===== src/hdl/ppsbm_pkg.sv =====
`timescale 1ns / 1ps
`default_nettype none

package ppsbm_pkg;

  localparam int MaxBankBytes = 32768;
  localparam int FillLimit    = 32768;
  localparam int EffLimit     = (MaxBankBytes > FillLimit) ? FillLimit : MaxBankBytes;

  localparam int SizeW  = 16;
  localparam int FillW  = 15;
  localparam int TotalW = 32;
  localparam int CfgIdxW = 8;

  localparam logic [CfgIdxW-1:0] RegBankASize = CfgIdxW'(0);
  localparam logic [CfgIdxW-1:0] RegBankBSize = CfgIdxW'(1);
  localparam logic [SizeW-1:0]   BankSizeReset = SizeW'(2048);

  typedef enum logic [1:0] {
    CmdWrite    = 2'd0,
    CmdSendReq  = 2'd1,
    CmdSendDone = 2'd2
  } cmd_e;

  typedef enum logic [1:0] {
    BankIdle = 2'd0,
    BankHold = 2'd1,
    BankFull = 2'd2,
    BankSend = 2'd3
  } bank_state_e;

  typedef enum logic [2:0] {
    StatOk       = 3'd0,
    StatRetry    = 3'd1,
    StatTooLarge = 3'd2,
    StatNoSend   = 3'd3,
    StatIgnored  = 3'd4
  } status_e;

  typedef struct packed {
    cmd_e             command;
    logic [SizeW-1:0] chunk_length;
    logic             done_bank;
  } item_t;

  typedef struct packed {
    status_e           status;
    logic              bank;
    logic [FillW-1:0]  offset;
    logic [FillW-1:0]  length;
    logic [TotalW-1:0] sent_total;
  } result_t;

  // clamp a programmed size to what the fill counter can hold
  function automatic logic [SizeW-1:0] eff_size(input logic [SizeW-1:0] size);
    logic [SizeW-1:0] lim;
    lim = SizeW'(EffLimit);
    eff_size = (size > lim) ? lim : size;
  endfunction

endpackage

`default_nettype wire


===== src/hdl/ppsbm_core.sv =====
`timescale 1ns / 1ps
`default_nettype none

module ppsbm_core (
  input  wire logic                         clk_i,
  input  wire logic                         rst_ni,
  input  wire logic                         cfg_we_i,
  input  wire logic [ppsbm_pkg::CfgIdxW-1:0] cfg_index_i,
  input  wire logic [ppsbm_pkg::SizeW-1:0]  cfg_data_i,
  input  wire logic                         fire_i,
  input  wire ppsbm_pkg::item_t             item_i,
  output ppsbm_pkg::result_t                res_o
);
  import ppsbm_pkg::*;

  logic [SizeW-1:0]  size_a_q, size_b_q;
  logic [FillW-1:0]  fill_q [2];
  logic [FillW-1:0]  fill_d [2];
  bank_state_e       state_q [2];
  bank_state_e       state_d [2];
  logic              fill_side_q, fill_side_d;
  logic              send_valid_q, send_valid_d;
  logic              send_bank_q, send_bank_d;
  logic [TotalW-1:0] total_q, total_d;

  always_ff @(posedge clk_i or negedge rst_ni) begin
    if (!rst_ni) begin
      size_a_q <= BankSizeReset;
      size_b_q <= BankSizeReset;
    end else if (cfg_we_i) begin
      if (cfg_index_i == RegBankASize) size_a_q <= cfg_data_i;
      if (cfg_index_i == RegBankBSize) size_b_q <= cfg_data_i;
    end
  end

  always_comb begin
    logic [SizeW-1:0] eff [2];
    logic             idx;
    logic             placed;
    logic [FillW+1:0] need;
    eff[0]       = eff_size(size_a_q);
    eff[1]       = eff_size(size_b_q);
    fill_d       = fill_q;
    state_d      = state_q;
    fill_side_d  = fill_side_q;
    send_valid_d = send_valid_q;
    send_bank_d  = send_bank_q;
    total_d      = total_q;
    res_o        = '0;
    res_o.status = StatIgnored;
    placed       = 1'b0;
    need         = '0;
    idx          = 1'b0;
    case (item_i.command)
      CmdWrite: begin
        if (item_i.chunk_length >= eff[0]) begin
          res_o.status = StatTooLarge;
        end else begin
          res_o.status = StatRetry;
          idx = fill_side_q;
          for (int i = 0; i < 2; i++) begin
            if (!placed) begin
              if (state_d[idx] != BankSend && state_d[idx] != BankFull) begin
                need = {2'b00, fill_d[idx]} + {1'b0, item_i.chunk_length};
                if (need >= {1'b0, eff[idx]}) begin
                  // no room: close this bank and move filling across
                  state_d[idx] = BankFull;
                  if (!send_valid_d) begin
                    send_valid_d = 1'b1;
                    send_bank_d  = idx;
                  end
                  idx         = ~idx;
                  fill_side_d = idx;
                end else begin
                  res_o.offset = fill_d[idx];
                  fill_d[idx]  = need[FillW-1:0];
                  state_d[idx] = BankHold;
                  res_o.status = StatOk;
                  res_o.bank   = idx;
                  placed       = 1'b1;
                end
              end else begin
                idx = ~idx;
              end
            end
          end
        end
      end
      CmdSendReq: begin
        res_o.status = StatNoSend;
        idx = send_valid_q ? send_bank_q : fill_side_q;
        for (int i = 0; i < 2; i++) begin
          if (!placed) begin
            if (state_q[idx] != BankIdle) begin
              state_d[idx] = BankSend;
              send_valid_d = 1'b1;
              send_bank_d  = idx;
              if (fill_side_q == idx) fill_side_d = ~idx;
              res_o.status = StatOk;
              res_o.bank   = idx;
              res_o.length = fill_q[idx];
              placed       = 1'b1;
            end else begin
              idx = ~idx;
            end
          end
        end
      end
      CmdSendDone: begin
        if (send_valid_q && send_bank_q == item_i.done_bank) begin
          total_d = total_q + TotalW'(fill_q[item_i.done_bank]);
          fill_d[item_i.done_bank]  = '0;
          state_d[item_i.done_bank] = BankIdle;
          send_valid_d = 1'b0;
          res_o.status = StatOk;
          res_o.bank   = item_i.done_bank;
        end
      end
      default: begin
        res_o.status = StatIgnored;
      end
    endcase
    res_o.sent_total = total_d;
  end

  always_ff @(posedge clk_i or negedge rst_ni) begin
    if (!rst_ni) begin
      fill_q[0]    <= '0;
      fill_q[1]    <= '0;
      state_q[0]   <= BankIdle;
      state_q[1]   <= BankIdle;
      fill_side_q  <= 1'b0;
      send_valid_q <= 1'b0;
      send_bank_q  <= 1'b0;
      total_q      <= '0;
    end else if (fire_i) begin
      fill_q       <= fill_d;
      state_q      <= state_d;
      fill_side_q  <= fill_side_d;
      send_valid_q <= send_valid_d;
      send_bank_q  <= send_bank_d;
      total_q      <= total_d;
    end
  end

  // the send candidate never points at an idle bank
  a_cand_not_idle: assert property (@(posedge clk_i) disable iff (!rst_ni)
    send_valid_q |-> state_q[send_bank_q] != BankIdle)
    else $error("send candidate bank is idle");

  // a bank in transmission is always the tracked candidate
  a_send0_tracked: assert property (@(posedge clk_i) disable iff (!rst_ni)
    state_q[0] == BankSend |-> (send_valid_q && send_bank_q == 1'b0))
    else $error("bank 0 sending but not tracked");

  a_send1_tracked: assert property (@(posedge clk_i) disable iff (!rst_ni)
    state_q[1] == BankSend |-> (send_valid_q && send_bank_q == 1'b1))
    else $error("bank 1 sending but not tracked");

  a_idle_empty: assert property (@(posedge clk_i) disable iff (!rst_ni)
    (state_q[0] != BankIdle || fill_q[0] == '0) && (state_q[1] != BankIdle || fill_q[1] == '0))
    else $error("idle bank holds a nonzero fill");

  a_total_hold: assert property (@(posedge clk_i) disable iff (!rst_ni)
    !(fire_i && item_i.command == CmdSendDone) |=> $stable(total_q))
    else $error("sent total moved without a send complete");

endmodule

`default_nettype wire


===== src/hdl/ping_pong_send_bank_manager.sv =====
// Ping-pong transmit bank manager: tracks the fill level and status of two
// transmit banks. Each input item is a write chunk, a send request or a send
// complete, and produces exactly one result item. One item is taken every
// clock cycle when the output side keeps up. An item passes two registers:
// the accepting edge loads the input register, and the edge on which the
// output side can advance updates the bank state and loads the result
// register, which presents the result. The user must write bank sizes
// through the configuration channel only while the block is idle; the
// block itself does not enforce this.
`timescale 1ns / 1ps
`default_nettype none

module ping_pong_send_bank_manager (
  input  wire logic                          clk_i,
  input  wire logic                          rst_ni,
  input  wire logic                          cfg_valid_i,
  output      logic                          cfg_ready_o,
  input  wire logic [ppsbm_pkg::CfgIdxW-1:0] cfg_index_i,
  input  wire logic [ppsbm_pkg::SizeW-1:0]   cfg_data_i,
  input  wire logic                          s_axis_tvalid,
  output      logic                          s_axis_tready,
  input  wire logic [23:0]                   s_axis_tdata,  // chunk_length, done_bank
  input  wire logic [1:0]                    s_axis_tuser,  // command
  output      logic                          m_axis_tvalid,
  input  wire logic                          m_axis_tready,
  output      logic [63:0]                   m_axis_tdata,  // bank, offset, length, sent_total
  output      logic [2:0]                    m_axis_tuser   // status
);
  import ppsbm_pkg::*;

  logic    in_valid_q;
  item_t   in_q;
  logic    out_valid_q;
  result_t out_q;
  result_t res;
  logic    advance;
  logic    fire;

  assign cfg_ready_o   = 1'b1;
  assign advance       = !out_valid_q || m_axis_tready;
  assign s_axis_tready = !in_valid_q || advance;
  assign fire          = in_valid_q && advance;

  always_ff @(posedge clk_i or negedge rst_ni) begin
    if (!rst_ni) begin
      in_valid_q  <= 1'b0;
      out_valid_q <= 1'b0;
    end else begin
      if (s_axis_tready) in_valid_q <= s_axis_tvalid;
      if (advance) out_valid_q <= in_valid_q;
    end
  end

  always_ff @(posedge clk_i) begin
    if (s_axis_tready && s_axis_tvalid) begin
      in_q.command      <= cmd_e'(s_axis_tuser);
      in_q.chunk_length <= s_axis_tdata[15:0];
      in_q.done_bank    <= s_axis_tdata[16];
    end
    if (fire) out_q <= res;
  end

  ppsbm_core u_core (
    .clk_i       (clk_i),
    .rst_ni      (rst_ni),
    .cfg_we_i    (cfg_valid_i),
    .cfg_index_i (cfg_index_i),
    .cfg_data_i  (cfg_data_i),
    .fire_i      (fire),
    .item_i      (in_q),
    .res_o       (res)
  );

  assign m_axis_tvalid = out_valid_q;
  assign m_axis_tuser  = out_q.status;
  assign m_axis_tdata  = {1'b0, out_q.sent_total, out_q.length, out_q.offset, out_q.bank};

endmodule

`default_nettype wire

===== config.mk =====
export PLATFORM = sky130hd
export DESIGN_NAME = ping_pong_send_bank_manager
export DESIGN_NICKNAME = d
export VERILOG_FILES = /design/src/hdl/ppsbm_pkg.sv /design/src/hdl/ppsbm_core.sv /design/src/hdl/ping_pong_send_bank_manager.sv
export SDC_FILE = /design/constraint.sdc
export NUM_CORES = 1
export LEC_CHECK = 0
export BUFFER_PORTS_ARGS = -buffer_cell sky130_fd_sc_hd__clkbuf_2
export CORE_MARGIN = 2
export CORE_UTILIZATION = 45
export DETAILED_ROUTE_END_ITERATION = 10
export SYNTH_ARGS = -nofsm -noshare
export SYNTH_HDL_FRONTEND = slang
export SYNTH_SLANG_ARGS = --single-unit
export TNS_END_PERCENT = 20

===== constraint.sdc =====
create_clock -name clk_i -period 16.17 [get_ports clk_i]
set_clock_uncertainty 0.1 [all_clocks]
set_input_delay 1.617 -clock clk_i [delete_from_list [all_inputs] [get_ports clk_i]]
set_output_delay 1.617 -clock clk_i [all_outputs]
set_load 0.01 [all_outputs]

==> run_results.csv <==
group,metric,value,unit
die,start_util,46.0,%
cts,cts_resized,0,
cts,cts_hold_buf,0,
worst_setup_path,criticalPathCategory,"flop to flop",
worst_setup_path,worst-path-max-fanout,67,
logic_synthesis,synth.avg_cell_area,9.57,µm²
hold_path,min_path_cells,1,
layout,regArea,0.00513,mm²
cts,clkSinkCount,188,
cts,cts.path.max_buffers,2,
layout,fin_nets,1580,
sta,rsz0062_at_grt,"false",
run_status,status,"complete, no violations",
die,coreArea,0.0279,mm²
logic_synthesis,yosys.area_share.simple,14.1,%
worst_setup_path,r2r-end,"m_axis_tdata[15]$_SDFFCE_PP0P_",
layout,fill_cells,2632,
route,vias,10600,
global_routing,grt_pass1_vias,10300,
worst_setup_path,cp_num_cells,45,
logic_synthesis,synth_xor_area_share,4.78,%
layout,drive_gt1_share,17.2,%
global_routing,grt_overflow,0,
logic_synthesis,syn_area,0.0128,mm²
route,first_pass_iters,5,
worst_setup_path,crit_path_end_kind,"flop",
worst_setup_path,r2r_cells,45,
logic_synthesis,synth_edf_count,85,
global_routing,grt_pass1_wl,56300,µm
cts,clock_latency,460,ps
worst_setup_path,cp_num_buf_inv,7,
cts,root_buffer,"clkbuf_16",
layout,antenna_cells,0,
logic_synthesis,synth_flop_cell,"dfrtp_1",
worst_setup_path,crit_family,"compound AO/OA/AOI/OAI gates",
placed_design,io_buffers,115,
placed_design,pre_cts_slack,3360,ps
sta,final.setup.tns,0,ps
sta,setup_viol,0,
sta,post-route-period-util,80.3,%
worst_setup_path,reg2reg_from,"u_core.fill_side_q$_DFFE_PN0P_",
die,io_pins,125,
worst_setup_path,critPathLaunch,"u_core.fill_side_q$_DFFE_PN0P_",
layout,final-instance-count-excl-fill,1814,
die,die_h,173,µm
cts,cts.clk_slew.worst_paths,70,ps
logic_synthesis,ys_seq_elements,188,
logic_synthesis,synth_seq_area_share,40.0,%
worst_setup_path,arrival,13150,ps
logic_synthesis,synth-adder-area-share,10.1,%
route,drc_errors,0,
route,viasPerCell,5.85,
global_routing,antenna_found_initial,0,
die,row_count,61,
cts,htree_num_levels,4,
sta,clock.fmax,0.0770,GHz
die,fp.dieArea,0.0299,mm²
sta,worst_slack,3180,ps
hold_path,hold_class,"flop to flop",
sta,hold_viol,0,
layout,multi_input_area,0.00729,mm²
logic_synthesis,ys_types,81,
sta,slew_headroom,29.1,%
layout,syn_to_final_growth,11.8,%
sta,min_period,12990,ps
route,wire_per_inst,19.2,µm
worst_setup_path,start_kind,"flop",
logic_synthesis,synth_mux_area_share,5.92,%
route,ant_nets,0,
worst_setup_path,slowest_stage,"buf_4",
die,die_w,173,µm
worst_setup_path,required,16330,ps
worst_setup_path,endpoint,"m_axis_tdata[15]$_SDFFCE_PP0P_",
placed_design,dp_cells,1782,
logic_synthesis,synthesis.nets,1499,
cts,tritoncts,"done",
layout,final_util,51.4,%
route,drt_iter0_markers,942,
worst_setup_path,rrSetupSlack,3180,ps
logic_synthesis,synth_compound_area_share,21.8,%
cts,post_cts_buffers,0,
placed_design,gp_congestion,0.859,
logic_synthesis,synthArstFlopShare,54.8,%
route,wirelength,34800,µm
sta,final-max-slew-violation-count,0,
global_routing,grt_max_degree,73,
cts,numCtsBuffers,17,
logic_synthesis,ys_warn_count,0,
job,max-cap-violations,0,
global_routing,grt_usage,23.6,%
worst_setup_path,slowest_delay,570,ps
sta,worst_pin_slew,1060,ps
logic_synthesis,syn_inst,1342,
logic_synthesis,synth_top_family_by_area,"compound AO/OA/AOI/OAI gates",
placed_design,dp_hpwl,26100,µm
-- layer usage --
metal,track usage (%),wire length (µm),up-vias
li1,-,-,5188
met1,32.9,16000,5061
met2,37.2,15700,314
met3,3.69,1900,44
met4,8.65,1130,0
met5,0,0,-
-- final cells by class --
cell class                 count  area share (%)
multi-input combinational   1047            50.8
sequential                   188            35.8
timing repair buffer         129            4.76
tap                          378            3.29
clock buffer                  18            2.99
clock inverter                14            1.36
inverter                      40            1.05
-- registers in the layout (all words and copies together), names as in the netlist, 3 cells and up --
signal           count
in_q                19
m_axis_tdata        63
m_axis_tuser         3
u_core.fill_q       30
u_core.size_a_q     16
u_core.size_b_q     16
u_core.state_q       4
u_core.total_q      32
-- logic make-up after synthesis --
kind of cell,after synthesis
buffers and inverters,107
other,2
and+or+nand+nor,382
AOI/OAI and AO/OA,423
adders and majority gates,102
DFF,188
muxes,68
xor gates and xnor gates,70
-- synthesized netlist by cell type, types with 5 or more instances --
cell type / instances / area, µm²
a21o_1: 25 / 188
xnor2_1: 58 / 508
nor2b_1: 12 / 75.1
a22oi_1: 23 / 173
inv_1: 38 / 143
and2_1: 7 / 43.8
dfrtp_1: 101 / 2530
o21a_1: 11 / 82.6
o22ai_1: 10 / 62.6
nor2_1: 93 / 349
nand4_1: 18 / 113
nand2_1: 139 / 522
buf_1: 9 / 33.8
o211ai_1: 11 / 82.6
o2bb2ai_1: 30 / 263
a31oi_1: 33 / 206
ha_1: 99 / 1240
nor3_1: 17 / 85.1
o21ai_1: 6 / 30.0
mux2i_1: 5 / 50.1
a211o_1: 5 / 43.8
buf_2: 6 / 30.0
a22o_1: 27 / 236
a211oi_1: 13 / 97.6
a21oi_1: 84 / 420
o21ai_0: 108 / 541
clkbuf_1: 48 / 180
nand2b_1: 13 / 81.3
edfxtp_1: 85 / 2550
or3_1: 5 / 31.3
and3_1: 15 / 93.8
mux2_2: 63 / 709
nand3_1: 34 / 170
nor4_1: 7 / 43.8
xor2_1: 12 / 105
-- stage by stage --
stage          instance area (µm²)  hold WS (ps)
2_1_floorplan                12800           357
3_3_place_gp                 13700           368
3_5_place_dp                 13700           383
4_1_cts                      14400           397
5_1_grt                      14400           415
6_report                     14400           396
-- layout by cell type, fill, tap and decap left out, types with 58 or more instances in the layout --
cell      Yosys  routed
clkbuf_2      1     114
xnor2_1      58      58
o21ai_0     108     108
edfxtp_1     85      85
nand2_1     139     139
ha_1         99      99
mux2_2       63      63
nor2_1       93      93
a21oi_1      84      83
dfrtp_1     101     100
-- how the worst min path moves through the flow --
stage                                               from  slack (ps)                              to
after global placement            in_valid_q$_DFFE_PN0N_         370       m_axis_tvalid$_DFFE_PN0P_
after floorplan                   in_valid_q$_DFFE_PN0N_         360       m_axis_tvalid$_DFFE_PN0P_
after detailed placement  u_core.total_q[31]$_DFFE_PN0P_         380  u_core.total_q[31]$_DFFE_PN0P_
final                     u_core.total_q[31]$_DFFE_PN0P_         400  u_core.total_q[31]$_DFFE_PN0P_
after CTS                 u_core.total_q[31]$_DFFE_PN0P_         400  u_core.total_q[31]$_DFFE_PN0P_
after global routing      u_core.total_q[31]$_DFFE_PN0P_         420  u_core.total_q[31]$_DFFE_PN0P_
Power is not shown: default switching activity piles up to over one toggle a cycle in this logic, so the estimate is an artifact.
